[src/rtl/core/rgbpc_pkg.sv]
package rgbpc_pkg;

    localparam int PIX_W  = 8;
    localparam int FRAC_W = 40;
    localparam int ACC_W  = 64;
    localparam int COEF_W = 46;
    localparam int TERM_W = 32;
    localparam int PROD_W = 53;
    localparam int NX     = 9;
    localparam int NG     = 5;

    typedef logic [COEF_W-1:0] coef_t;

    typedef struct packed {
        logic [PIX_W-1:0] red_in;
        logic [PIX_W-1:0] green_in;
        logic [PIX_W-1:0] blue_in;
        logic             last_pixel;
    } pix_in_t;

    typedef struct packed {
        logic [PIX_W-1:0] red_out;
        logic [PIX_W-1:0] green_out;
        logic [PIX_W-1:0] blue_out;
        logic             last_out;
    } pix_out_t;

    typedef struct packed {
        logic s1;
        logic s2;
        logic s3;
    } pwr_en_t;

    typedef struct packed {
        logic                     last;
        logic [PIX_W-1:0]         r;
        logic [PIX_W-1:0]         g;
        logic [PIX_W-1:0]         b;
        logic [2*PIX_W-1:0]       r2;
        logic [2*PIX_W-1:0]       g2;
        logic [2*PIX_W-1:0]       b2;
        logic [2*PIX_W-1:0]       rg;
        logic [2*PIX_W-1:0]       bg;
        logic [3*PIX_W-1:0]       r3;
        logic [3*PIX_W-1:0]       g3;
        logic [3*PIX_W-1:0]       b3;
        logic [3*PIX_W-1:0]       r2g;
        logic [3*PIX_W-1:0]       b2g;
        logic [4*PIX_W-1:0]       r4;
        logic [4*PIX_W-1:0]       g4;
        logic [4*PIX_W-1:0]       b4;
        logic [4*PIX_W-1:0]       r3g;
        logic [4*PIX_W-1:0]       b3g;
    } terms_t;

    // Q40 magnitudes, round half up; terms 1, x, g, x2, xg, x3, x2g, x4, x3g
    localparam coef_t RED_MAG [NX] = '{
        COEF_W'(((64'd1837 << FRAC_W) + 64'd50) / 64'd100),
        COEF_W'(((64'd105 << FRAC_W) + 64'd50) / 64'd100),
        COEF_W'(((64'd276 << FRAC_W) + 64'd5000) / 64'd10000),
        COEF_W'(((64'd3275 << FRAC_W) + 64'd50000) / 64'd100000),
        COEF_W'(((64'd1056 << FRAC_W) + 64'd500000) / 64'd1000000),
        COEF_W'(((64'd152 << FRAC_W) + 64'd500000) / 64'd1000000),
        COEF_W'(((64'd2006 << FRAC_W) + 64'd500000000) / 64'd1000000000),
        COEF_W'(((64'd2091 << FRAC_W) + 64'd5000000000) / 64'd10000000000),
        COEF_W'(((64'd9682 << FRAC_W) + 64'd500000000000) / 64'd1000000000000)
    };
    localparam logic [NX-1:0] RED_NEG = 9'b000110110;

    // terms 1, g, g2, g3, g4
    localparam coef_t GRN_MAG [NG] = '{
        COEF_W'(((64'd687 << FRAC_W) + 64'd50) / 64'd100),
        COEF_W'(((64'd1453 << FRAC_W) + 64'd5000) / 64'd10000),
        COEF_W'(((64'd2435 << FRAC_W) + 64'd50000) / 64'd100000),
        COEF_W'(((64'd1355 << FRAC_W) + 64'd5000000) / 64'd10000000),
        COEF_W'(((64'd2267 << FRAC_W) + 64'd5000000000) / 64'd10000000000)
    };
    localparam logic [NG-1:0] GRN_NEG = 5'b01010;

    localparam coef_t BLU_MAG [NX] = '{
        COEF_W'(((64'd133 << FRAC_W) + 64'd5) / 64'd10),
        COEF_W'(((64'd4149 << FRAC_W) + 64'd5000) / 64'd10000),
        COEF_W'(((64'd8369 << FRAC_W) + 64'd50000) / 64'd100000),
        COEF_W'(((64'd1699 << FRAC_W) + 64'd50000) / 64'd100000),
        COEF_W'(((64'd1413 << FRAC_W) + 64'd500000) / 64'd1000000),
        COEF_W'(((64'd9235 << FRAC_W) + 64'd50000000) / 64'd100000000),
        COEF_W'(((64'd1239 << FRAC_W) + 64'd50000000) / 64'd100000000),
        COEF_W'(((64'd1334 << FRAC_W) + 64'd5000000000) / 64'd10000000000),
        COEF_W'(((64'd2221 << FRAC_W) + 64'd50000000000) / 64'd100000000000)
    };
    localparam logic [NX-1:0] BLU_NEG = 9'b100110100;

endpackage

[src/rtl/core/rgbpc_powers.sv]
module rgbpc_powers import rgbpc_pkg::*;
(
    input  logic    clk,
    input  pwr_en_t en,
    input  pix_in_t word,
    output terms_t  terms
);

    localparam int W1 = PIX_W;
    localparam int W2 = 2 * PIX_W;
    localparam int W3 = 3 * PIX_W;
    localparam int W4 = 4 * PIX_W;

    logic          s1_last_reg;
    logic [W1-1:0] s1_r_reg, s1_g_reg, s1_b_reg;
    logic [W2-1:0] s1_r2_reg, s1_g2_reg, s1_b2_reg, s1_rg_reg, s1_bg_reg;

    logic          s2_last_reg;
    logic [W1-1:0] s2_r_reg, s2_g_reg, s2_b_reg;
    logic [W2-1:0] s2_r2_reg, s2_g2_reg, s2_b2_reg, s2_rg_reg, s2_bg_reg;
    logic [W3-1:0] s2_r3_reg, s2_g3_reg, s2_b3_reg, s2_r2g_reg, s2_b2g_reg;

    terms_t        terms_reg;

    // squares and first cross terms
    always_ff @(posedge clk)
    begin
        if (en.s1)
        begin
            s1_last_reg <= word.last_pixel;
            s1_r_reg    <= word.red_in;
            s1_g_reg    <= word.green_in;
            s1_b_reg    <= word.blue_in;
            s1_r2_reg   <= W2'(word.red_in) * W2'(word.red_in);
            s1_g2_reg   <= W2'(word.green_in) * W2'(word.green_in);
            s1_b2_reg   <= W2'(word.blue_in) * W2'(word.blue_in);
            s1_rg_reg   <= W2'(word.red_in) * W2'(word.green_in);
            s1_bg_reg   <= W2'(word.blue_in) * W2'(word.green_in);
        end
    end

    // cubes and cubic cross terms
    always_ff @(posedge clk)
    begin
        if (en.s2)
        begin
            s2_last_reg <= s1_last_reg;
            s2_r_reg    <= s1_r_reg;
            s2_g_reg    <= s1_g_reg;
            s2_b_reg    <= s1_b_reg;
            s2_r2_reg   <= s1_r2_reg;
            s2_g2_reg   <= s1_g2_reg;
            s2_b2_reg   <= s1_b2_reg;
            s2_rg_reg   <= s1_rg_reg;
            s2_bg_reg   <= s1_bg_reg;
            s2_r3_reg   <= W3'(s1_r2_reg) * W3'(s1_r_reg);
            s2_g3_reg   <= W3'(s1_g2_reg) * W3'(s1_g_reg);
            s2_b3_reg   <= W3'(s1_b2_reg) * W3'(s1_b_reg);
            s2_r2g_reg  <= W3'(s1_r2_reg) * W3'(s1_g_reg);
            s2_b2g_reg  <= W3'(s1_b2_reg) * W3'(s1_g_reg);
        end
    end

    // fourth powers and quartic cross terms
    always_ff @(posedge clk)
    begin
        if (en.s3)
        begin
            terms_reg.last <= s2_last_reg;
            terms_reg.r    <= s2_r_reg;
            terms_reg.g    <= s2_g_reg;
            terms_reg.b    <= s2_b_reg;
            terms_reg.r2   <= s2_r2_reg;
            terms_reg.g2   <= s2_g2_reg;
            terms_reg.b2   <= s2_b2_reg;
            terms_reg.rg   <= s2_rg_reg;
            terms_reg.bg   <= s2_bg_reg;
            terms_reg.r3   <= s2_r3_reg;
            terms_reg.g3   <= s2_g3_reg;
            terms_reg.b3   <= s2_b3_reg;
            terms_reg.r2g  <= s2_r2g_reg;
            terms_reg.b2g  <= s2_b2g_reg;
            terms_reg.r4   <= W4'(s2_r3_reg) * W4'(s2_r_reg);
            terms_reg.g4   <= W4'(s2_g3_reg) * W4'(s2_g_reg);
            terms_reg.b4   <= W4'(s2_b3_reg) * W4'(s2_b_reg);
            terms_reg.r3g  <= W4'(s2_r3_reg) * W4'(s2_g_reg);
            terms_reg.b3g  <= W4'(s2_b3_reg) * W4'(s2_g_reg);
        end
    end

    assign terms = terms_reg;

endmodule

[config.mk]
export PLATFORM = sky130hd
export DESIGN_NAME = rgbpc_powers
export DESIGN_NICKNAME = d
export VERILOG_FILES = /design/src/rtl/core/rgbpc_pkg.sv /design/src/rtl/core/rgbpc_powers.sv
export SDC_FILE = /design/constraint.sdc
export NUM_CORES = 2
export LEC_CHECK = 0
export BUFFER_PORTS_ARGS = -buffer_cell sky130_fd_sc_hd__buf_2
export CAP_MARGIN = 40
export CORE_MARGIN = 4
export CORE_UTILIZATION = 42
export CTS_CLUSTER_DIAMETER = 50
export DETAILED_ROUTE_END_ITERATION = 6
export GPL_TIMING_DRIVEN = 0
export REMOVE_ABC_BUFFERS = 1
export SLEW_MARGIN = 25
export SYNTH_ARGS = -nofsm -noshare
export SYNTH_HDL_FRONTEND = slang
export SYNTH_SLANG_ARGS = --single-unit
export TNS_END_PERCENT = 30
[constraint.sdc]
create_clock -name clk -period 13.2 [get_ports clk]
set_input_delay 0.66 -clock clk [delete_from_list [all_inputs] [get_ports clk]]
set_output_delay 0.66 -clock clk [all_outputs]
set_load 0.1 [all_outputs]
== Word-level counts from Yosys, hierarchy flattened ==
Cells that the tools add are included.
Widths: inputs -> output; s select.

* Output and inout bits: 385
* Register bits: 715

* $mul: 15

{| class="wikitable"
|+ Operators by type and width
! operator !! count
|-
| $mul 24x8->32 || 5
|-
| $mul 16x8->24 || 5
|-
| $mul 8x8->16 || 5
|}

== Longest topological paths before layout ==
* Depth in word-level cells: 1
* Mapped depth: 21
* Gate-level depth less buffers: 19

== Worst setup path after synthesis ==
No wires, ideal clock.

* Path kind: reg-to-reg
* From: register s2_g_reg[5]
* To: register terms_reg, in the netlist terms[29], data pin
* Data required time: 12942 ps
* Buffers on the path: 2
* Arrival: 5035 ps
* Setup time: 258 ps
* Slack: 7907 ps
* Cell stages (with the launch flop): 20
* Path through: edfxtp_1 > clkbuf_1 > clkbuf_1 > and2_1 > fa_1 > fa_1 > fa_1 > inv_1 > fa_1 > inv_1 > ha_1 > and3_1 > and3_1 > a211oi_2 > a2111oi_1 > o31ai_1 > a21oi_1 > a311o_1 > a21oi_1 > xnor2_1

* Cells in the longest elaborated chain, start to end: 1

{| class="wikitable"
|+ RTL lines
! element !! RTL line !! text
|-
| from (decl) || rgbpc_powers.sv:19 || <nowiki>logic [W1-1:0] s2_r_reg, s2_g_reg, s2_b_reg;</nowiki>
|-
| from (signal assigned) || rgbpc_powers.sv:49 || <nowiki>s2_g_reg <= s1_g_reg;</nowiki>
|-
| $mul 24x8->32 || rgbpc_powers.sv:87 || <nowiki>terms_reg.b3g <= W4'(s2_b3_reg) * W4'(s2_g_reg);</nowiki>
|-
| to (decl) || rgbpc_powers.sv:23 || <nowiki>terms_t terms_reg;</nowiki>
|}

Every way passes these cells.
A chain may end at the register's enable or synchronous reset.

== Final worst setup path ==
* From: register s2_g3_reg[0]
* To: register terms_reg, in the netlist terms[119], data pin

* Cells in the longest elaborated chain, start to end: 1

{| class="wikitable"
|+ RTL lines
! element !! RTL line !! text
|-
| from (decl) || rgbpc_powers.sv:21 || <nowiki>logic [W3-1:0] s2_r3_reg, s2_g3_reg, s2_b3_reg, s2_r2g_reg, s2_b2g_reg;</nowiki>
|-
| from (signal assigned) || rgbpc_powers.sv:57 || <nowiki>s2_g3_reg <= W3'(s1_g2_reg) * W3'(s1_g_reg);</nowiki>
|-
| $mul 24x8->32 || rgbpc_powers.sv:84 || <nowiki>terms_reg.g4 <= W4'(s2_g3_reg) * W4'(s2_g_reg);</nowiki>
|}

Every way passes these cells.

==> Implementation_results.wiki <==
{| class="wikitable"
! Metric !! Value
|-
| RSZ-0062 raised after global routing || no
|-
| Aggregate routed wire length || 182800 µm
|-
| Distinct cell type count of the synthesized netlist || 76
|-
| Area share of and/or/nand/nor cells after synthesis || 15.86%
|-
| Peak fanout along the critical path || 21
|-
| Worst slew pin tran || 0.8827 ns
|-
| Die X || 438.6 µm
|-
| Clock slew seen by the registers of the worst setup and hold paths || 0.06 ns
|-
| Fill cell instance count of the final layout || 16916
|-
| Post-route DRC violation count || 0
|-
| Max-capacitance violation count || 0
|-
| Adder-cell area share of the yosys netlist || 41.30%
|-
| Congestion Overflow GR || 0
|-
| Aggregate negative setup slack || 0 ns
|-
| Area occupied by registers || 20660 µm²
|-
| #FFs+latches synth || 688
|-
| Number of nets still failing antenna checks after routing || 0
|-
| Count of flip-flops with a built-in enable after synthesis || 688
|-
| Cell-by-cell trace of the critical path || buf_8, buf_8, nand2_1, fa_1, fa_1, inv_1, fa_1, inv_1, fa_1, inv_1, ha_1, a21oi_1, nor2b_1, o311ai_1, a31oi_1, a221o_1, a21o_1, a21oi_1, o21ai_1, xor2_1
|-
| Part of the Yosys area used for sequential elements || 26.53%
|-
| Effective utilization at floorplan || 42.40%
|-
| Final layout net count || 9558
|-
| Hold Path Origin || en[2]
|-
| Class of the worst hold path || primary input to flop
|-
| Post-route clock period utilization || 47.36%
|-
| Critical path endpoint category || flop
|-
| Post-synthesis cell count || 7343
|-
| Post-synth design cell area || 77870 µm²
|-
| Critical path buffers and inverters || 5
|-
| Number of buffers on the longest clock path || 3
|-
| Layout cells sized above 1 || 9.259%
|-
| Worst setup slack for register-to-register paths || 6.95 ns
|-
| Via count of the first global-routing pass || 55245
|-
| Buffers on Ports || 410
|-
| Area fraction in compound gates after synthesis || 5.651%
|-
| Maximum number of pins on one net before global-route repair || 92
|-
| Flip-flop count of the largest register after layout || 373
|-
| Pre-antenna DRT Iters || 6
|-
| Dominant combinational cell family by area after synthesis || adder cells
|-
| Crit path time final || 6.251 ns
|-
| Detailed Place HPWL || 139300 µm
|-
| Run status || finished clean
|-
| Xor-xnor portion of the synthesized cell area || 3.093%
|-
| Final setup skew || 0.04869 ns
|-
| Number of violations reported at the end of detailed-routing iteration 0 || 2637
|-
| CTS tree || built
|-
| Floorplan core area || 183700 µm²
|-
| Clock tree sinks || 688
|-
| Data arrival, critical path || 6.74 ns
|-
| Startpoint types || flop
|-
| Max Slew Vio Count || 0
|-
| DIE HEIGHT || 438.6 µm
|-
| Vias per cell || 5.042
|-
| DR vias || 51637
|-
| Worst max-slew margin expressed relative to the limit || 41.16%
|-
| Clock insertion delay at the later pin of the skew report || 0.77 ns
|-
| Number of I/O pins || 414
|-
| Total GRT Usage || 19.38%
|-
| Count of endpoints failing hold in the final timing report || 0
|-
| Number of gates resized after CTS || 0
|-
| # setup viols final || 0
|-
| Reg-to-Reg End || terms[119]$_DFFE_PP_
|-
| Multiplexer share of the synthesized area || 0.08194%
|-
| Average cell area after synthesis || 10.60 µm²
|-
| Post-CTS Repair Setup Buffers || 0
|-
| Number of cell instances on the worst register-to-register path || 20
|-
| Post-synth top flop || sky130_fd_sc_hd__edfxtp_1
|-
| Critical path's slowest cell || sky130_fd_sc_hd__edfxtp_1
|-
| Routability cong. || 0.8511
|-
| First-pass GRT wire length || 298100 µm
|-
| WHS Endpoint || s1_b2_reg[14]$_DFFE_PP_
|-
| Cts bufs inserted || 111
|-
| Cell mode on critical path || sky130_fd_sc_hd__fa_1
|-
| Fmax || 160.0 MHz
|-
| Layout Area Growth over Synthesis || 12.02%
|-
| Site row count || 157
|-
| Critical path required time || 13.68 ns
|-
| Initial antenna violation count || 4
|-
| Drt wl/cell || 17.85 µm
|-
| Critical R2R Launch || s2_g3_reg[0]$_DFFE_PP_
|-
| Cell at the root of the clock tree || sky130_fd_sc_hd__clkbuf_16
|-
| Hold-critical path depth || 1
|-
| Die Footprint || 192400 µm²
|-
| Share of flip-flops with an asynchronous set or reset || 0%
|-
| Area taken by multi-input logic gates || 51450 µm²
|-
| CP delay by family, top || adder cells
|-
| CTS HTree Levels || 3
|-
| Largest incremental delay on the critical path || 0.64 ns
|-
| Start-to-end type of the worst setup path || flop to flop
|-
| Syn. warnings || 0
|}
kinds of logic (layout without fill, tap and decap cells):
kind of cell               count (synthesis)  count (layout)
adders and majority gates               1849            1849
other                                      1              20
DFF                                      688             688
and+or+nand+nor                         2313            2313
buffers and inverters                   1541            1957
AOI/OAI and AO/OA                        670             670
xor gates and xnor gates                 275             275
muxes                                      6               6
synth_stat cells, types with 4 or more instances:
cell type                      n  area share [%]
sky130_fd_sc_hd__o31ai_1      12            0.12
sky130_fd_sc_hd__xor2_1       75            0.84
sky130_fd_sc_hd__or3_1        15            0.12
sky130_fd_sc_hd__a311oi_1      6           0.067
sky130_fd_sc_hd__o31a_1        5           0.056
sky130_fd_sc_hd__a41oi_1       4           0.045
sky130_fd_sc_hd__a21oi_1     201             1.3
sky130_fd_sc_hd__o211ai_1      5           0.048
sky130_fd_sc_hd__o41ai_1       6           0.067
sky130_fd_sc_hd__xnor2_1     200             2.2
sky130_fd_sc_hd__nand4_1      16            0.13
sky130_fd_sc_hd__a31oi_1      19            0.15
sky130_fd_sc_hd__ha_1        647              10
sky130_fd_sc_hd__a21boi_0      4           0.039
sky130_fd_sc_hd__inv_1      1249             6.0
sky130_fd_sc_hd__nor3_1       45            0.29
sky130_fd_sc_hd__o2111ai_1     9            0.10
sky130_fd_sc_hd__fa_1       1202              31
sky130_fd_sc_hd__nand2b_1     37            0.30
sky130_fd_sc_hd__nor4_1        7           0.056
sky130_fd_sc_hd__a211oi_1     30            0.29
sky130_fd_sc_hd__nor2b_1      43            0.35
sky130_fd_sc_hd__o21bai_1     26            0.25
sky130_fd_sc_hd__o21a_1       49            0.47
sky130_fd_sc_hd__a2111oi_0     6           0.067
sky130_fd_sc_hd__clkbuf_1    277             1.3
sky130_fd_sc_hd__and3_1       25            0.20
sky130_fd_sc_hd__a221o_1       4           0.051
sky130_fd_sc_hd__o21ai_1      17            0.11
sky130_fd_sc_hd__buf_4        12            0.12
sky130_fd_sc_hd__nand3_1      49            0.31
sky130_fd_sc_hd__a211o_1       5           0.056
sky130_fd_sc_hd__a21o_1      118             1.1
sky130_fd_sc_hd__nand2_1     636             3.1
sky130_fd_sc_hd__edfxtp_1    688              27
sky130_fd_sc_hd__o21ai_0      96            0.62
sky130_fd_sc_hd__or2_2        15            0.12
sky130_fd_sc_hd__o41a_1        7            0.10
sky130_fd_sc_hd__and2_1     1235             9.9
sky130_fd_sc_hd__o22ai_1       4           0.032
sky130_fd_sc_hd__nor2_1      178            0.86
through the flow:
| stage | utilization (%) | setup WS (ns) | hold WS [ns] | cell area (µm²) | std cells |
|---|---|---|---|---|---|
| 2_1_floorplan | - | 7.474 | 0.4003 | 76790 | 7068 |
| 3_3_place_gp | 44.61 | 5.078 | 0.4040 | 81930 | 9942 |
| 3_5_place_dp | 45.39 | 6.910 | 0.4045 | 83360 | 10026 |
| 4_1_cts | 47.46 | 6.879 | 0.2438 | 87180 | 10236 |
| 5_1_grt | 47.49 | 6.599 | 0.2746 | 87230 | 10241 |
| 6_report | 47.49 | 6.949 | 0.3158 | 87230 | 10242 |
placed cells by master (no fill, tap or decap), types with 7 or more instances in the layout:
master and instances:
sky130_fd_sc_hd__a21o_1 118, sky130_fd_sc_hd__o21ai_0 96, sky130_fd_sc_hd__clkinvlp_4 13, sky130_fd_sc_hd__o21a_1 49
sky130_fd_sc_hd__fa_1 1202, sky130_fd_sc_hd__clkbuf_16 112, sky130_fd_sc_hd__a31oi_1 19, sky130_fd_sc_hd__and2_1 1235
sky130_fd_sc_hd__clkinv_1 11, sky130_fd_sc_hd__nor3_1 45, sky130_fd_sc_hd__nand3_1 49, sky130_fd_sc_hd__conb_1 18
sky130_fd_sc_hd__a211oi_1 30, sky130_fd_sc_hd__buf_2 407, sky130_fd_sc_hd__o41a_1 7, sky130_fd_sc_hd__clkinv_8 7
sky130_fd_sc_hd__nor4_1 7, sky130_fd_sc_hd__o21ai_1 17, sky130_fd_sc_hd__edfxtp_1 688, sky130_fd_sc_hd__ha_1 647
sky130_fd_sc_hd__o2111ai_1 9, sky130_fd_sc_hd__buf_16 13, sky130_fd_sc_hd__o21bai_1 26, sky130_fd_sc_hd__inv_1 1249
sky130_fd_sc_hd__xnor2_1 200, sky130_fd_sc_hd__and3_1 25, sky130_fd_sc_hd__o31ai_1 12, sky130_fd_sc_hd__buf_8 71
sky130_fd_sc_hd__inv_8 15, sky130_fd_sc_hd__clkbuf_1 8, sky130_fd_sc_hd__nand2_1 636, sky130_fd_sc_hd__nor2_1 178
sky130_fd_sc_hd__or3_1 15, sky130_fd_sc_hd__nand4_1 16, sky130_fd_sc_hd__inv_6 22, sky130_fd_sc_hd__a21oi_1 201
sky130_fd_sc_hd__xor2_1 75, sky130_fd_sc_hd__nor2b_1 43, sky130_fd_sc_hd__or2_2 15, sky130_fd_sc_hd__nand2b_1 37
per-layer routing:
metal / vias to the layer above / share of wire (%) / GRT usage [%]
li1: 23822 / - / -
met1: 26542 / 44 / 25.87
met2: 1035 / 48 / 32.67
met3: 238 / 3.9 / 2.407
met4: 0 / 3.7 / 6.702
met5: - / 0 / 0
worst max path at each step:
stage	to	from	cells past startpoint
global placement	terms[8]$_DFFE_PP_	en[0]	1
CTS	terms[127]$_DFFE_PP_	s2_g3_reg[0]$_DFFE_PP_	20
floorplan	terms[29]$_DFFE_PP_	s2_g_reg[3]$_DFFE_PP_	17
global route	terms[127]$_DFFE_PP_	s2_g3_reg[0]$_DFFE_PP_	20
finish	terms[119]$_DFFE_PP_	s2_g3_reg[0]$_DFFE_PP_	20
detailed placement	terms[127]$_DFFE_PP_	s2_g3_reg[0]$_DFFE_PP_	20
what timing repair did:
item | in CTS | in global routing
hold endpoints to repair | 1 | 0
endpoints found under the setup margin | 0 | 0
hold buffers | 1 | 0
area by class of cell:
class / count / area share (%)
Tap cell: 2464 / 3.534
Clock inverter: 89 / 1.115
Inverter: 1249 / 5.375
Multi-Input combinational cell: 5131 / 58.98
Antenna cell: 2 / 0.005737
Timing Repair Buffer: 499 / 4.062
Sequential cell: 688 / 23.68
Clock buffer: 120 / 3.247
Power is not shown: default switching activity piles up to over one toggle a cycle in this logic, so the estimate is an artifact.
